### src/design/sbt_pkg.sv
// ----------------------------------------------------------------------------
// sbt_pkg: shared types and constants of the sorted bin table
// Table geometry, payload structs, status codes and controller/datapath links.
// ----------------------------------------------------------------------------
`default_nettype none

package sbt_pkg;

	localparam int TABLE_DEPTH = 64;
	localparam int SLOT_W      = $clog2(TABLE_DEPTH);
	localparam int PTR_W       = $clog2(TABLE_DEPTH + 1);
	localparam logic [PTR_W-1:0] NIL_PTR = PTR_W'(TABLE_DEPTH);

	localparam int DIV_W     = 48;
	localparam int DSR_W     = 16;
	localparam int DIV_CNT_W = $clog2(DIV_W);
	localparam logic [DIV_CNT_W-1:0] DIV_LAST = DIV_CNT_W'(DIV_W - 1);

	localparam int CFG_IDX_W  = 2;
	localparam int CFG_DATA_W = 13;
	localparam logic [CFG_IDX_W-1:0] CFG_BIN_SIZE = 2'd0;
	localparam logic [CFG_IDX_W-1:0] CFG_SHALLOW  = 2'd1;

	localparam logic [2:0] ST_EXIST   = 3'd0;
	localparam logic [2:0] ST_NEW     = 3'd1;
	localparam logic [2:0] ST_FULL    = 3'd2;
	localparam logic [2:0] ST_SHALLOW = 3'd3;
	localparam logic [2:0] ST_HIT     = 3'd4;
	localparam logic [2:0] ST_EMPTY   = 3'd5;

	typedef struct packed {
		logic        mode;
		logic [31:0] record_value;
		logic [30:0] range_begin;
		logic [30:0] range_end;
		logic [15:0] index_points;
		logic [15:0] scale_count;
	} in_item_t;

	typedef struct packed {
		logic [2:0]  status;
		logic [5:0]  slot;
		logic [31:0] bin_number;
		logic [31:0] relative_index;
		logic [39:0] record_total;
		logic        last;
	} out_item_t;

	typedef enum logic [1:0] {
		DS_VALUE,
		DS_BEGIN,
		DS_END,
		DS_SCALE
	} div_sel_t;

	typedef enum logic [2:0] {
		OK_SHALLOW,
		OK_EXIST,
		OK_NEW,
		OK_FULL,
		OK_PEND_MORE,
		OK_PEND_LAST,
		OK_EMPTY
	} out_kind_t;

	typedef enum logic [3:0] {
		S_IDLE,
		S_DSTART,
		S_DWAIT_A,
		S_DWAIT_B,
		S_OSH,
		S_RD,
		S_CMP,
		S_FLUSH,
		S_MUL,
		S_SCL,
		S_SWAIT,
		S_QEND,
		S_OEX,
		S_INS,
		S_INS2,
		S_ONEW
	} state_t;

	typedef struct packed {
		logic      take_in;
		logic      cnt_rec;
		logic      div_go;
		div_sel_t  div_sel;
		logic      ld_a;
		logic      ld_b;
		logic      walk_init;
		logic      advance;
		logic      ins_new;
		logic      ins_link;
		logic      used_inc;
		logic      mul;
		logic      pend_set;
		logic      pend_quo;
		logic      out_load;
		out_kind_t out_kind;
	} cmd_t;

	typedef struct packed {
		logic mode;
		logic shallow;
		logic div_done;
		logic cur_nil;
		logic ge_key;
		logic eq_key;
		logic ge_t0;
		logic full;
		logic pend;
		logic scale_en;
		logic out_free;
	} sts_t;

endpackage

`default_nettype wire

### src/design/sbt_div.sv
// ----------------------------------------------------------------------------
// sbt_div: iterative restoring divider
// One quotient bit per cycle; done is high for a single cycle, together with the finished quotient.
// ----------------------------------------------------------------------------
`default_nettype none

module sbt_div (
	input  wire logic                      clk,
	input  wire logic                      arst_n,
	input  wire logic                      go,
	input  wire logic [sbt_pkg::DIV_W-1:0] dividend,
	input  wire logic [sbt_pkg::DSR_W-1:0] divisor,
	output logic                           done,
	output logic [sbt_pkg::DIV_W-1:0]      quotient
);
	import sbt_pkg::*;

	logic                 busy_q;
	logic                 done_q;
	logic [DIV_CNT_W-1:0] cnt_q;
	logic [DSR_W-1:0]     rem_q;
	logic [DSR_W-1:0]     dsr_q;
	logic [DIV_W-1:0]     quo_q;
	logic [DSR_W:0]       trial;
	logic                 fits;

	assign trial = {rem_q, quo_q[DIV_W-1]};
	assign fits  = trial >= {1'b0, dsr_q};

	always_ff @(posedge clk or negedge arst_n) begin
		if (!arst_n) begin
			busy_q <= 1'b0;
			done_q <= 1'b0;
			cnt_q  <= '0;
		end else begin
			done_q <= busy_q && (cnt_q == DIV_LAST);
			if (go) begin
				busy_q <= 1'b1;
				cnt_q  <= '0;
			end else if (busy_q) begin
				cnt_q <= cnt_q + 1'b1;
				if (cnt_q == DIV_LAST)
					busy_q <= 1'b0;
			end
		end
	end

	always_ff @(posedge clk) begin
		if (go) begin
			rem_q <= '0;
			dsr_q <= divisor;
			quo_q <= dividend;
		end else if (busy_q) begin
			rem_q <= fits ? DSR_W'(trial - {1'b0, dsr_q}) : trial[DSR_W-1:0];
			quo_q <= {quo_q[DIV_W-2:0], fits};
		end
	end

	assign done     = done_q;
	assign quotient = quo_q;

endmodule

`default_nettype wire

### src/design/sbt_dp.sv
// ----------------------------------------------------------------------------
// sbt_dp: datapath of the sorted bin table
// Slot memories, list pointers, counters, divider, scaling and result register.
// ----------------------------------------------------------------------------
`default_nettype none

module sbt_dp (
	input  wire logic                                clk,
	input  wire logic                                arst_n,
	input  wire sbt_pkg::cmd_t                       cmd,
	output sbt_pkg::sts_t                            sts,
	input  wire sbt_pkg::in_item_t                   in_data,
	input  wire logic                                cfg_valid,
	input  wire logic [sbt_pkg::CFG_IDX_W-1:0]       cfg_index,
	input  wire logic [sbt_pkg::CFG_DATA_W-1:0]      cfg_data,
	output logic                                     out_valid,
	input  wire logic                                out_ready,
	output sbt_pkg::out_item_t                       out_data
);
	import sbt_pkg::*;

	logic [31:0]       slot_bin  [TABLE_DEPTH];
	logic [PTR_W-1:0]  slot_link [TABLE_DEPTH];

	logic [12:0]       bin_size_q;
	logic              shallow_q;
	in_item_t          in_q;
	logic [31:0]       a_q;
	logic [31:0]       t1_q;
	logic [PTR_W-1:0]  cur_q;
	logic [PTR_W-1:0]  prev_q;
	logic [PTR_W-1:0]  first_q;
	logic [PTR_W-1:0]  used_q;
	logic [39:0]       recs_q;
	logic [31:0]       rd_bin_q;
	logic [PTR_W-1:0]  rd_link_q;
	logic [31:0]       rel_q;
	logic [DIV_W-1:0]  prod_q;
	logic              pend_q;
	logic [SLOT_W-1:0] pend_slot_q;
	logic [31:0]       pend_bin_q;
	logic [31:0]       pend_rel_q;
	logic              out_valid_q;
	out_item_t         out_q;

	logic [DIV_W-1:0]  div_dividend;
	logic [DSR_W-1:0]  div_divisor;
	logic              div_done;
	logic [DIV_W-1:0]  div_quo;
	logic [31:0]       quo32;
	logic [31:0]       key;
	logic [31:0]       diff;
	logic              out_free;

	assign quo32 = div_quo[31:0];
	assign key   = in_q.mode ? t1_q : a_q;
	assign diff  = rd_bin_q - a_q;

	always_comb begin
		unique case (cmd.div_sel)
			DS_VALUE: div_dividend = DIV_W'(in_q.record_value);
			DS_BEGIN: div_dividend = DIV_W'(in_q.range_begin);
			DS_END:   div_dividend = DIV_W'(in_q.range_end);
			DS_SCALE: div_dividend = prod_q;
			default:  div_dividend = prod_q;
		endcase
		if (cmd.div_sel == DS_SCALE)
			div_divisor = in_q.scale_count;
		else if (bin_size_q == '0)
			div_divisor = DSR_W'(1);
		else
			div_divisor = DSR_W'(bin_size_q);
	end

	sbt_div u_div (
		.clk      (clk),
		.arst_n   (arst_n),
		.go       (cmd.div_go),
		.dividend (div_dividend),
		.divisor  (div_divisor),
		.done     (div_done),
		.quotient (div_quo)
	);

	// Memories: one synchronous read at the current pointer, one write port each.
	always_ff @(posedge clk) begin
		rd_bin_q  <= slot_bin[cur_q[SLOT_W-1:0]];
		rd_link_q <= slot_link[cur_q[SLOT_W-1:0]];
		if (cmd.ins_new) begin
			slot_bin[used_q[SLOT_W-1:0]]  <= a_q;
			slot_link[used_q[SLOT_W-1:0]] <= cur_q;
		end else if (cmd.ins_link && prev_q != NIL_PTR) begin
			slot_link[prev_q[SLOT_W-1:0]] <= used_q;
		end
	end

	always_ff @(posedge clk or negedge arst_n) begin
		if (!arst_n) begin
			bin_size_q <= 13'd1;
			shallow_q  <= 1'b0;
			first_q    <= NIL_PTR;
			used_q     <= '0;
			recs_q     <= '0;
			pend_q     <= 1'b0;
		end else begin
			if (cfg_valid) begin
				if (cfg_index == CFG_BIN_SIZE)
					bin_size_q <= cfg_data;
				else if (cfg_index == CFG_SHALLOW)
					shallow_q <= cfg_data[0];
			end
			if (cmd.cnt_rec)
				recs_q <= recs_q + 40'd1;
			if (cmd.ins_link && prev_q == NIL_PTR)
				first_q <= used_q;
			if (cmd.used_inc)
				used_q <= used_q + 1'b1;
			if (cmd.pend_set)
				pend_q <= 1'b1;
			else if (cmd.out_load &&
				(cmd.out_kind == OK_PEND_MORE || cmd.out_kind == OK_PEND_LAST))
				pend_q <= 1'b0;
		end
	end

	always_ff @(posedge clk) begin
		if (cmd.take_in)
			in_q <= in_data;
		if (cmd.ld_a)
			a_q <= quo32;
		if (cmd.ld_b)
			t1_q <= (quo32 == a_q) ? quo32 + 32'd1 : quo32;
		if (cmd.walk_init) begin
			cur_q  <= first_q;
			prev_q <= NIL_PTR;
		end else if (cmd.advance) begin
			prev_q <= cur_q;
			cur_q  <= rd_link_q;
		end
		if (cmd.mul) begin
			rel_q  <= diff;
			prod_q <= {16'd0, diff} * {32'd0, in_q.index_points};
		end
		if (cmd.pend_set) begin
			pend_slot_q <= cur_q[SLOT_W-1:0];
			pend_bin_q  <= rd_bin_q;
			pend_rel_q  <= cmd.pend_quo ? quo32 : rel_q;
		end
	end

	// Result register: a new result may be loaded in the cycle the old one leaves.
	assign out_free = !out_valid_q || out_ready;

	always_ff @(posedge clk or negedge arst_n) begin
		if (!arst_n)
			out_valid_q <= 1'b0;
		else if (cmd.out_load)
			out_valid_q <= 1'b1;
		else if (out_ready)
			out_valid_q <= 1'b0;
	end

	always_ff @(posedge clk) begin
		if (cmd.out_load) begin
			out_q.record_total   <= recs_q;
			out_q.relative_index <= '0;
			out_q.last           <= 1'b1;
			out_q.slot           <= '0;
			out_q.bin_number     <= a_q;
			unique case (cmd.out_kind)
				OK_SHALLOW: begin
					out_q.status     <= ST_SHALLOW;
					out_q.bin_number <= '0;
				end
				OK_EXIST: begin
					out_q.status <= ST_EXIST;
					out_q.slot   <= 6'(cur_q[SLOT_W-1:0]);
				end
				OK_NEW: begin
					out_q.status <= ST_NEW;
					out_q.slot   <= 6'(used_q[SLOT_W-1:0]);
				end
				OK_FULL: begin
					out_q.status <= ST_FULL;
				end
				OK_PEND_MORE, OK_PEND_LAST: begin
					out_q.status         <= ST_HIT;
					out_q.slot           <= 6'(pend_slot_q);
					out_q.bin_number     <= pend_bin_q;
					out_q.relative_index <= pend_rel_q;
					out_q.last           <= (cmd.out_kind == OK_PEND_LAST);
				end
				OK_EMPTY: begin
					out_q.status     <= ST_EMPTY;
					out_q.bin_number <= '0;
				end
				default: begin
					out_q.status <= ST_EMPTY;
				end
			endcase
		end
	end

	assign out_valid = out_valid_q;
	assign out_data  = out_q;

	always_comb begin
		sts.mode     = in_q.mode;
		sts.shallow  = shallow_q;
		sts.div_done = div_done;
		sts.cur_nil  = (cur_q == NIL_PTR);
		sts.ge_key   = rd_bin_q >= key;
		sts.eq_key   = rd_bin_q == key;
		sts.ge_t0    = rd_bin_q >= a_q;
		sts.full     = used_q >= NIL_PTR;
		sts.pend     = pend_q;
		sts.scale_en = (in_q.index_points != '0) && (in_q.index_points < in_q.scale_count);
		sts.out_free = out_free;
	end

endmodule

`default_nettype wire

### src/design/sbt_ctrl.sv
// ----------------------------------------------------------------------------
// sbt_ctrl: controller of the sorted bin table
// Sequences division, list walk, insertion and result emission.
// ----------------------------------------------------------------------------
`default_nettype none

module sbt_ctrl (
	input  wire logic           clk,
	input  wire logic           arst_n,
	input  wire logic           in_valid,
	output logic                in_ready,
	input  wire sbt_pkg::sts_t  sts,
	output sbt_pkg::cmd_t       cmd
);
	import sbt_pkg::*;

	state_t state_q;
	state_t state_d;

	always_ff @(posedge clk or negedge arst_n) begin
		if (!arst_n)
			state_q <= S_IDLE;
		else
			state_q <= state_d;
	end

	always_comb begin
		state_d  = state_q;
		cmd      = '0;
		cmd.div_sel  = DS_VALUE;
		cmd.out_kind = OK_EMPTY;
		in_ready = 1'b0;
		unique case (state_q)
			S_IDLE: begin
				in_ready = 1'b1;
				if (in_valid) begin
					cmd.take_in = 1'b1;
					state_d     = S_DSTART;
				end
			end
			S_DSTART: begin
				if (!sts.mode) begin
					cmd.cnt_rec = 1'b1;
					if (sts.shallow) begin
						state_d = S_OSH;
					end else begin
						cmd.div_go = 1'b1;
						state_d    = S_DWAIT_A;
					end
				end else begin
					cmd.div_go  = 1'b1;
					cmd.div_sel = DS_BEGIN;
					state_d     = S_DWAIT_A;
				end
			end
			S_DWAIT_A: begin
				if (sts.div_done) begin
					cmd.ld_a = 1'b1;
					if (sts.mode) begin
						cmd.div_go  = 1'b1;
						cmd.div_sel = DS_END;
						state_d     = S_DWAIT_B;
					end else begin
						cmd.walk_init = 1'b1;
						state_d       = S_RD;
					end
				end
			end
			S_DWAIT_B: begin
				if (sts.div_done) begin
					cmd.ld_b      = 1'b1;
					cmd.walk_init = 1'b1;
					state_d       = S_RD;
				end
			end
			S_OSH: begin
				if (sts.out_free) begin
					cmd.out_load = 1'b1;
					cmd.out_kind = OK_SHALLOW;
					state_d      = S_IDLE;
				end
			end
			S_RD: begin
				if (sts.cur_nil)
					state_d = sts.mode ? S_QEND : S_INS;
				else
					state_d = S_CMP;
			end
			S_CMP: begin
				if (!sts.mode) begin
					if (sts.ge_key) begin
						state_d = sts.eq_key ? S_OEX : S_INS;
					end else begin
						cmd.advance = 1'b1;
						state_d     = S_RD;
					end
				end else if (sts.ge_key) begin
					state_d = S_QEND;
				end else if (sts.ge_t0) begin
					state_d = sts.pend ? S_FLUSH : S_MUL;
				end else begin
					cmd.advance = 1'b1;
					state_d     = S_RD;
				end
			end
			S_FLUSH: begin
				if (sts.out_free) begin
					cmd.out_load = 1'b1;
					cmd.out_kind = OK_PEND_MORE;
					state_d      = S_MUL;
				end
			end
			S_MUL: begin
				cmd.mul = 1'b1;
				state_d = S_SCL;
			end
			S_SCL: begin
				cmd.div_sel = DS_SCALE;
				if (sts.scale_en) begin
					cmd.div_go = 1'b1;
					state_d    = S_SWAIT;
				end else begin
					cmd.pend_set = 1'b1;
					cmd.advance  = 1'b1;
					state_d      = S_RD;
				end
			end
			S_SWAIT: begin
				cmd.div_sel = DS_SCALE;
				if (sts.div_done) begin
					cmd.pend_set = 1'b1;
					cmd.pend_quo = 1'b1;
					cmd.advance  = 1'b1;
					state_d      = S_RD;
				end
			end
			S_QEND: begin
				if (sts.out_free) begin
					cmd.out_load = 1'b1;
					cmd.out_kind = sts.pend ? OK_PEND_LAST : OK_EMPTY;
					state_d      = S_IDLE;
				end
			end
			S_OEX: begin
				if (sts.out_free) begin
					cmd.out_load = 1'b1;
					cmd.out_kind = OK_EXIST;
					state_d      = S_IDLE;
				end
			end
			S_INS: begin
				if (sts.full) begin
					if (sts.out_free) begin
						cmd.out_load = 1'b1;
						cmd.out_kind = OK_FULL;
						state_d      = S_IDLE;
					end
				end else begin
					cmd.ins_new = 1'b1;
					state_d     = S_INS2;
				end
			end
			S_INS2: begin
				cmd.ins_link = 1'b1;
				state_d      = S_ONEW;
			end
			S_ONEW: begin
				if (sts.out_free) begin
					cmd.out_load = 1'b1;
					cmd.out_kind = OK_NEW;
					cmd.used_inc = 1'b1;
					state_d      = S_IDLE;
				end
			end
			default: begin
				state_d = S_IDLE;
			end
		endcase
	end

endmodule

`default_nettype wire

### src/design/sorted_bin_table_with_range_query_top.sv
// ----------------------------------------------------------------------------
// sorted_bin_table_with_range_query_top: sorted histogram bin table
// Inserts record values as bins into an ordered table and answers range queries.
// ----------------------------------------------------------------------------
// Usage:
// An item enters on in_valid/in_ready; in_ready is high only while the block is
// idle, and one item is worked at a time. Mode 0 inserts a record and gives one
// result; mode 1 is a range query that gives one result per stored bin in the
// range, in ascending order, or a single empty result, the final one marked last.
// Every division (bin number, range bounds, index scaling) runs on one shared
// bit-serial divider of 48 steps. The list walk reads each visited slot in
// S_RD and compares it in S_CMP, as the slot memory is read synchronously.
// Results leave through an output register; while the receiver stalls, the walk
// holds at its next result and no further item is taken. The configuration
// channel is always ready and unguarded; write it only while the block is idle.
// Reset empties the table, clears the record count and sets bin size 1; the slot
// memories need no clearing.
// ----------------------------------------------------------------------------
`default_nettype none

module sorted_bin_table_with_range_query_top (
	input  wire logic                                clk,
	input  wire logic                                arst_n,
	input  wire logic                                in_valid,
	output logic                                     in_ready,
	input  wire sbt_pkg::in_item_t                   in_data,
	output logic                                     out_valid,
	input  wire logic                                out_ready,
	output sbt_pkg::out_item_t                       out_data,
	input  wire logic                                cfg_valid,
	output logic                                     cfg_ready,
	input  wire logic [sbt_pkg::CFG_IDX_W-1:0]       cfg_index,
	input  wire logic [sbt_pkg::CFG_DATA_W-1:0]      cfg_data
);
	import sbt_pkg::*;

	cmd_t cmd;
	sts_t sts;

	assign cfg_ready = 1'b1;

	sbt_ctrl u_ctrl (
		.clk      (clk),
		.arst_n   (arst_n),
		.in_valid (in_valid),
		.in_ready (in_ready),
		.sts      (sts),
		.cmd      (cmd)
	);

	sbt_dp u_dp (
		.clk       (clk),
		.arst_n    (arst_n),
		.cmd       (cmd),
		.sts       (sts),
		.in_data   (in_data),
		.cfg_valid (cfg_valid),
		.cfg_index (cfg_index),
		.cfg_data  (cfg_data),
		.out_valid (out_valid),
		.out_ready (out_ready),
		.out_data  (out_data)
	);

endmodule

`default_nettype wire

### config.mk
export PLATFORM = sky130hd
export DESIGN_NAME = sorted_bin_table_with_range_query_top
export DESIGN_NICKNAME = d
export VERILOG_FILES = /design/src/design/sbt_pkg.sv /design/src/design/sbt_div.sv /design/src/design/sbt_dp.sv /design/src/design/sbt_ctrl.sv /design/src/design/sorted_bin_table_with_range_query_top.sv
export SDC_FILE = /design/constraint.sdc
export NUM_CORES = 2
export LEC_CHECK = 0
export BUFFER_PORTS_ARGS = -buffer_cell sky130_fd_sc_hd__buf_2
export CAP_MARGIN = 20
export CELL_PAD_IN_SITES_DETAIL_PLACEMENT = 2
export CELL_PAD_IN_SITES_GLOBAL_PLACEMENT = 2
export CORE_ASPECT_RATIO = 0.8
export CORE_MARGIN = 2
export CORE_UTILIZATION = 54
export CTS_BUF_LIST = sky130_fd_sc_hd__clkbuf_2
export DETAILED_ROUTE_END_ITERATION = 10
export PLACE_DENSITY_LB_ADDON = 0.05
export SYNTH_ARGS = -nofsm -noshare
export SYNTH_HDL_FRONTEND = slang
export SYNTH_HIERARCHICAL = 1
export SYNTH_SLANG_ARGS = --single-unit
### constraint.sdc
create_clock -name clk -period 23.5 [get_ports clk]
set_clock_uncertainty 0.15 [all_clocks]
set_input_delay 4.7 -clock clk [delete_from_list [all_inputs] [get_ports clk]]
set_output_delay 4.7 -clock clk [all_outputs]
set_load 0.01 [all_outputs]
==> results of run 1 <==
==> synth_stat cells (47+ instances only) <==
cell | n | area share
o21ai_0 | 181 | 0.0064
nand4_1 | 49 | 0.0022
dfrtp_1 | 80 | 0.014
nand2_1 | 505 | 0.013
buf_4 | 62 | 0.0033
inv_1 | 565 | 0.015
buf_2 | 65 | 0.0023
mux2_2 | 136 | 0.011
a211oi_1 | 63 | 0.0033
o221ai_1 | 127 | 0.0078
o22ai_1 | 96 | 0.0042
a21oi_1 | 181 | 0.0064
nor2b_1 | 47 | 0.0021
and2_1 | 218 | 0.0096
xor2_1 | 65 | 0.0040
xnor2_1 | 127 | 0.0078
mux2i_1 | 323 | 0.023
ha_1 | 220 | 0.019
nand2b_1 | 60 | 0.0026
a21o_1 | 68 | 0.0036
nand3_1 | 69 | 0.0024
nor3_1 | 53 | 0.0019
edfxtp_1 | 3022 | 0.64
clkbuf_1 | 291 | 0.0077
nor2_1 | 282 | 0.0074
mux4_2 | 596 | 0.094
fa_1 | 420 | 0.059
dfxtp_1 | 62 | 0.0087
==> cell families after synthesis <==
group	Yosys count	synth area share
flip-flops	3166	0.661
AND/OR/NAND/NOR	1409	0.0476
multiplexers	1057	0.128
buffers and inverters	1021	0.0293
AO/OA/AOI/OAI	920	0.0439
adder cells (fa/ha/maj)	641	0.0785
XOR/XNOR	193	0.0119
other	1	0.0000263
==> metrics by stage <==
| step | hold WS (ns) | setup slack (ns) | cells | area [um2] |
|---|---|---|---|---|
| floorplan | 0.258 | 9.05 | 8408 | 142000 |
| global placement | 0.280 | 13.22 | 11900 | 149000 |
==> qor.txt, run 1 <==
synthesized area per cell - 16.9 um2
post-synthesis sequential area ratio - 0.661
Post-Syn Instances - 8408
num ports - 264
die height - 463 um
#FFs+latches synth - 3166
row cnt - 168
Ys Warns - 6
Post-synth EDFFs - 3022
Halt Stage - 3_5_place_dp
die width - 578 um
GPL Wtd Cong - 0.882
Yosys cell types - 98
first error - [ERROR DPL-0033] detailed placement checks failed during check placement.
Final HPWL DP - 385000 um
Mapped Area - 142000 um2
Post-synth ARST share - 0.0259
ys flop type - edfxtp_1
Initial Utilization - 0.543
# port buffers - 262
status - aborted with a tool error
Net Count, Synth - 9195
==> run 2: changes to the inputs <==
--- a/config.mk
+++ b/config.mk
@@ -7,14 +7,10 @@
 export LEC_CHECK = 0
 export BUFFER_PORTS_ARGS = -buffer_cell sky130_fd_sc_hd__buf_2
 export CAP_MARGIN = 20
-export CELL_PAD_IN_SITES_DETAIL_PLACEMENT = 2
-export CELL_PAD_IN_SITES_GLOBAL_PLACEMENT = 2
-export CORE_ASPECT_RATIO = 0.8
 export CORE_MARGIN = 2
-export CORE_UTILIZATION = 54
-export CTS_BUF_LIST = sky130_fd_sc_hd__clkbuf_2
+export CORE_UTILIZATION = 40
 export DETAILED_ROUTE_END_ITERATION = 10
-export PLACE_DENSITY_LB_ADDON = 0.05
+export PLACE_DENSITY_LB_ADDON = 0.15
 export SYNTH_ARGS = -nofsm -noshare
 export SYNTH_HDL_FRONTEND = slang
 export SYNTH_HIERARCHICAL = 1
==> run 2 against run 1 <==
Synthesized cell count is the same. Synthesized area stayed put. The flow now finishes without violations.
==> qor.txt, run 2 <==
PwrDens - 70.7 nW/um2
Worst R2R Setup Slack - 13.27 ns
Flop pwr share - 0.535
NetSw - 2.27 mW
final worst path period share - 0.435
crit path time final - 10.23 ns
Mapped Area - 142000 um2 (unchanged)
Clock transition at path regs - 0.06 ns
Reg2Reg Depth - 28
count of final setup violators - 0
GPL Wtd Cong - 0.860 (-2.5%)
cts bufs inserted - 341
setup bufs post-CTS - 0
Core ar. - 355000 um2
Switching Fraction - 0.199
die area - 361000 um2
Yosys cell types - 98 (unchanged)
WL/cell - 31.2 um
worst endpoint required time - 24.04 ns
vias in the first global route - 81000
Adder-Cell Fraction of Synth Area - 0.0785 (unchanged)
RSZ-0062 raised after global routing - no
initial antenna violation count - 31
CTS H-tree lvls - 5
die width - 600 um (+3.9%)
crit path to - u_dp/prod_q[38]
startpoint types - flip-flop
die height - 600 um (+30%)
most used cell, CP - fa_1
Peak supply drop - 0.0000687 V
hold buffer count at CTS - 0
fill count - 30800
# port buffers - 262 (unchanged)
total global routing overflow - 0
routed via count - 79600
Post-synth top cells - edfxtp_1 (3022), mux4_2 (596), inv_1 (565)
synthesized area per cell - 16.9 um2 (unchanged)
top-count cell post-synth - edfxtp_1
post-cts resize count - 0
Max Root-Sink Buffers - 4
DRC errors left - 0
Layout Area Growth over Synthesis - 13.4%
maxcap violations - 0
simple-gate portion of the synthesized area - 0.0476 (unchanged)
Post-Syn Instances - 8408 (unchanged)
num ports - 264 (unchanged)
CP max-delay cell - o311a_1
worst r2r dst - u_dp/prod_q[38]
routed vias/inst - 5.74
drt first pass iters - 5
Comb power frac - 0.003
CTS tree - built
Initial Utilization - 0.401 (-0.142)
Critical Path Source - u_dp/a_q[12]
routed wire length - 433000 um
#FFs+latches synth - 3166 (unchanged)
Fin Hold WS - 0.321 ns
post-route antenna net violation count - 0
row cnt - 219 (+30%)
design internal power - 9.14 mW
clock share of power - 0.463
final number of max-transition violations - 0
Crit. path cell count - 28
buffers plus inverters on the worst setup path - 5
Final Hold Violating Endpoints - 0
CTS Sinks - 3166
dominant cells by area after synthesis - edfxtp_1 (64%), mux4_2 (9.4%), fa_1 (5.9%)
Total Neg Setup Slack - 0 ns
XOR/XNOR Fraction of Synth Area - 0.0119 (unchanged)
Final HPWL DP - 261000 um (-32%)
CP top delay family - adder cells
status - finished, final reports clean
commonest cells after routing, fill and taps aside - edfxtp_1 (3022), mux4_2 (596), inv_1 (562), nand2_1 (502), fa_1 (420)
ys flop type - edfxtp_1
Critical Path Max Stage Delay - 0.92 ns
CP Data Arrival Time - 10.78 ns
final net count - 9627
first-pass GRT wire length - 613000 um
crit-path max FO - 68
Highest Clock Rate - 97.7 MHz
Ys Warns - 6 (unchanged)
slew margin rel. - 0.0832
share of cells above drive strength 1 - 0.209
post-synthesis compound-gate area fraction - 0.0439 (unchanged)
Net Count, Synth - 9195 (unchanged)
post-synthesis mux area share - 0.128 (unchanged)
Synth top area share - 0.638 (unchanged)
max reg flops - 2048
hold depth - 0
largest net degree at the start of global routing - 102
leakage - 49.9 nW
largest family of logic cells by synthesized area - multiplexers
area leader, netlist - edfxtp_1
Worst setup EP type - flip-flop
post-synthesis sequential area ratio - 0.661 (unchanged)
gr usage total - 0.237
Root Driver - clkbuf_16
HP Class - flip-flop to flip-flop
commonest non-fill, non-tap cell in the layout - edfxtp_1
worst slew pin tran - 1.37 ns
initial DRC count - 9431
Setup Crit Path Kind - flip-flop to flip-flop
Post-synth ARST share - 0.0259 (unchanged)
Skew-Pair Late Insertion Delay - 0.95 ns
Post-synth EDFFs - 3022 (unchanged)
Reg-to-Reg Start - u_dp/a_q[12]
[run 2: cell counts after synthesis]
Identical to the previous run, type by type.
[run 2: final cells by class]
class	count	area, um2	area share
Multi-Input combinational cell	4221	44800	0.278
Timing Repair Buffer	542	3580	0.0222
Clock buffer	456	9300	0.0576
Clock inverter	161	1560	0.00967
Antenna cell	7	17.5	0.000109
Sequential cell	3166	94000	0.583
Inverter	568	2140	0.0133
Tap cell	4751	5940	0.0368
[run 2: through the flow]
stage | util | setup WS [ns] | instances | area, um2 | total power [mW]
3_5_place_dp | 0.424 | 13.22 | 13200 | 150000 | 6.25
4_1_cts | 0.454 | 13.29 | 13900 | 161000 | 11.5
6_report | 0.455 | 13.27 | 13900 | 161000 | 11.4
2_1_floorplan | - | 9.05 | 8408 | 142000 | 6.23
5_1_grt | 0.455 | 12.60 | 13900 | 161000 | 11.7
3_3_place_gp | 0.423 | 13.53 | 13200 | 150000 | 6.25
[run 2: how the worst min path moves through the flow]
| stage | from | slack (ns) | endpoint |
|---|---|---|---|
| after floorplan | u_dp/rd_bin_q[0] | 0.26 | u_dp/pend_bin_q[0] |
| after global placement | u_dp/rd_bin_q[0] | 0.29 | u_dp/pend_bin_q[0] |
| after detailed placement | u_dp/rd_bin_q[0] | 0.29 | u_dp/pend_bin_q[0] |
| after CTS | u_dp/rd_bin_q[0] | 0.30 | u_dp/pend_bin_q[0] |
| after global routing | u_dp/rd_bin_q[0] | 0.33 | u_dp/pend_bin_q[0] |
| final | u_dp/rd_bin_q[0] | 0.32 | u_dp/pend_bin_q[0] |
[run 2: logic make-up after synthesis]
kind of cell	after synthesis
AOI/OAI and AO/OA	920
other	1
xor gates and xnor gates	193
buffers and inverters	1021
DFF	3166
and+or+nand+nor	1409
muxes	1057
adders and majority gates	641
[run 2: routing by layer]
metal / up-vias / routed length, um / global-route usage
met1: 42900 / 183000 / 0.333
met2: 3086 / 207000 / 0.385
met5: - / 57 / 0
li1: 33100 / - / -
met4: 10 / 14000 / 0.0713
met3: 612 / 29800 / 0.0330
[run 2: power by group through the flow]
stage / registers [mW] / clock network [mW] / logic [mW]
global placement: 6.22 / 0 / 0.0293
floorplan: 6.22 / 0 / 0.0102
finish: 6.10 / 5.28 / 0.0293
detailed placement: 6.22 / 0 / 0.0295
global route: 6.10 / 5.59 / 0.0326
CTS: 6.10 / 5.39 / 0.0298
[run 2: worst register-to-register path: cells and delay by family, from the launching register on]
kind                     cells  cell delay (ns)
AO/OA/AOI/OAI                8             3.06
AND/OR/NAND/NOR              6             1.52
flip-flops                   1             0.33
buffers and inverters        5             0.96
adder cells (fa/ha/maj)      8             3.78
XOR/XNOR                     1             0.17
(Power assumes the default switching activity.)
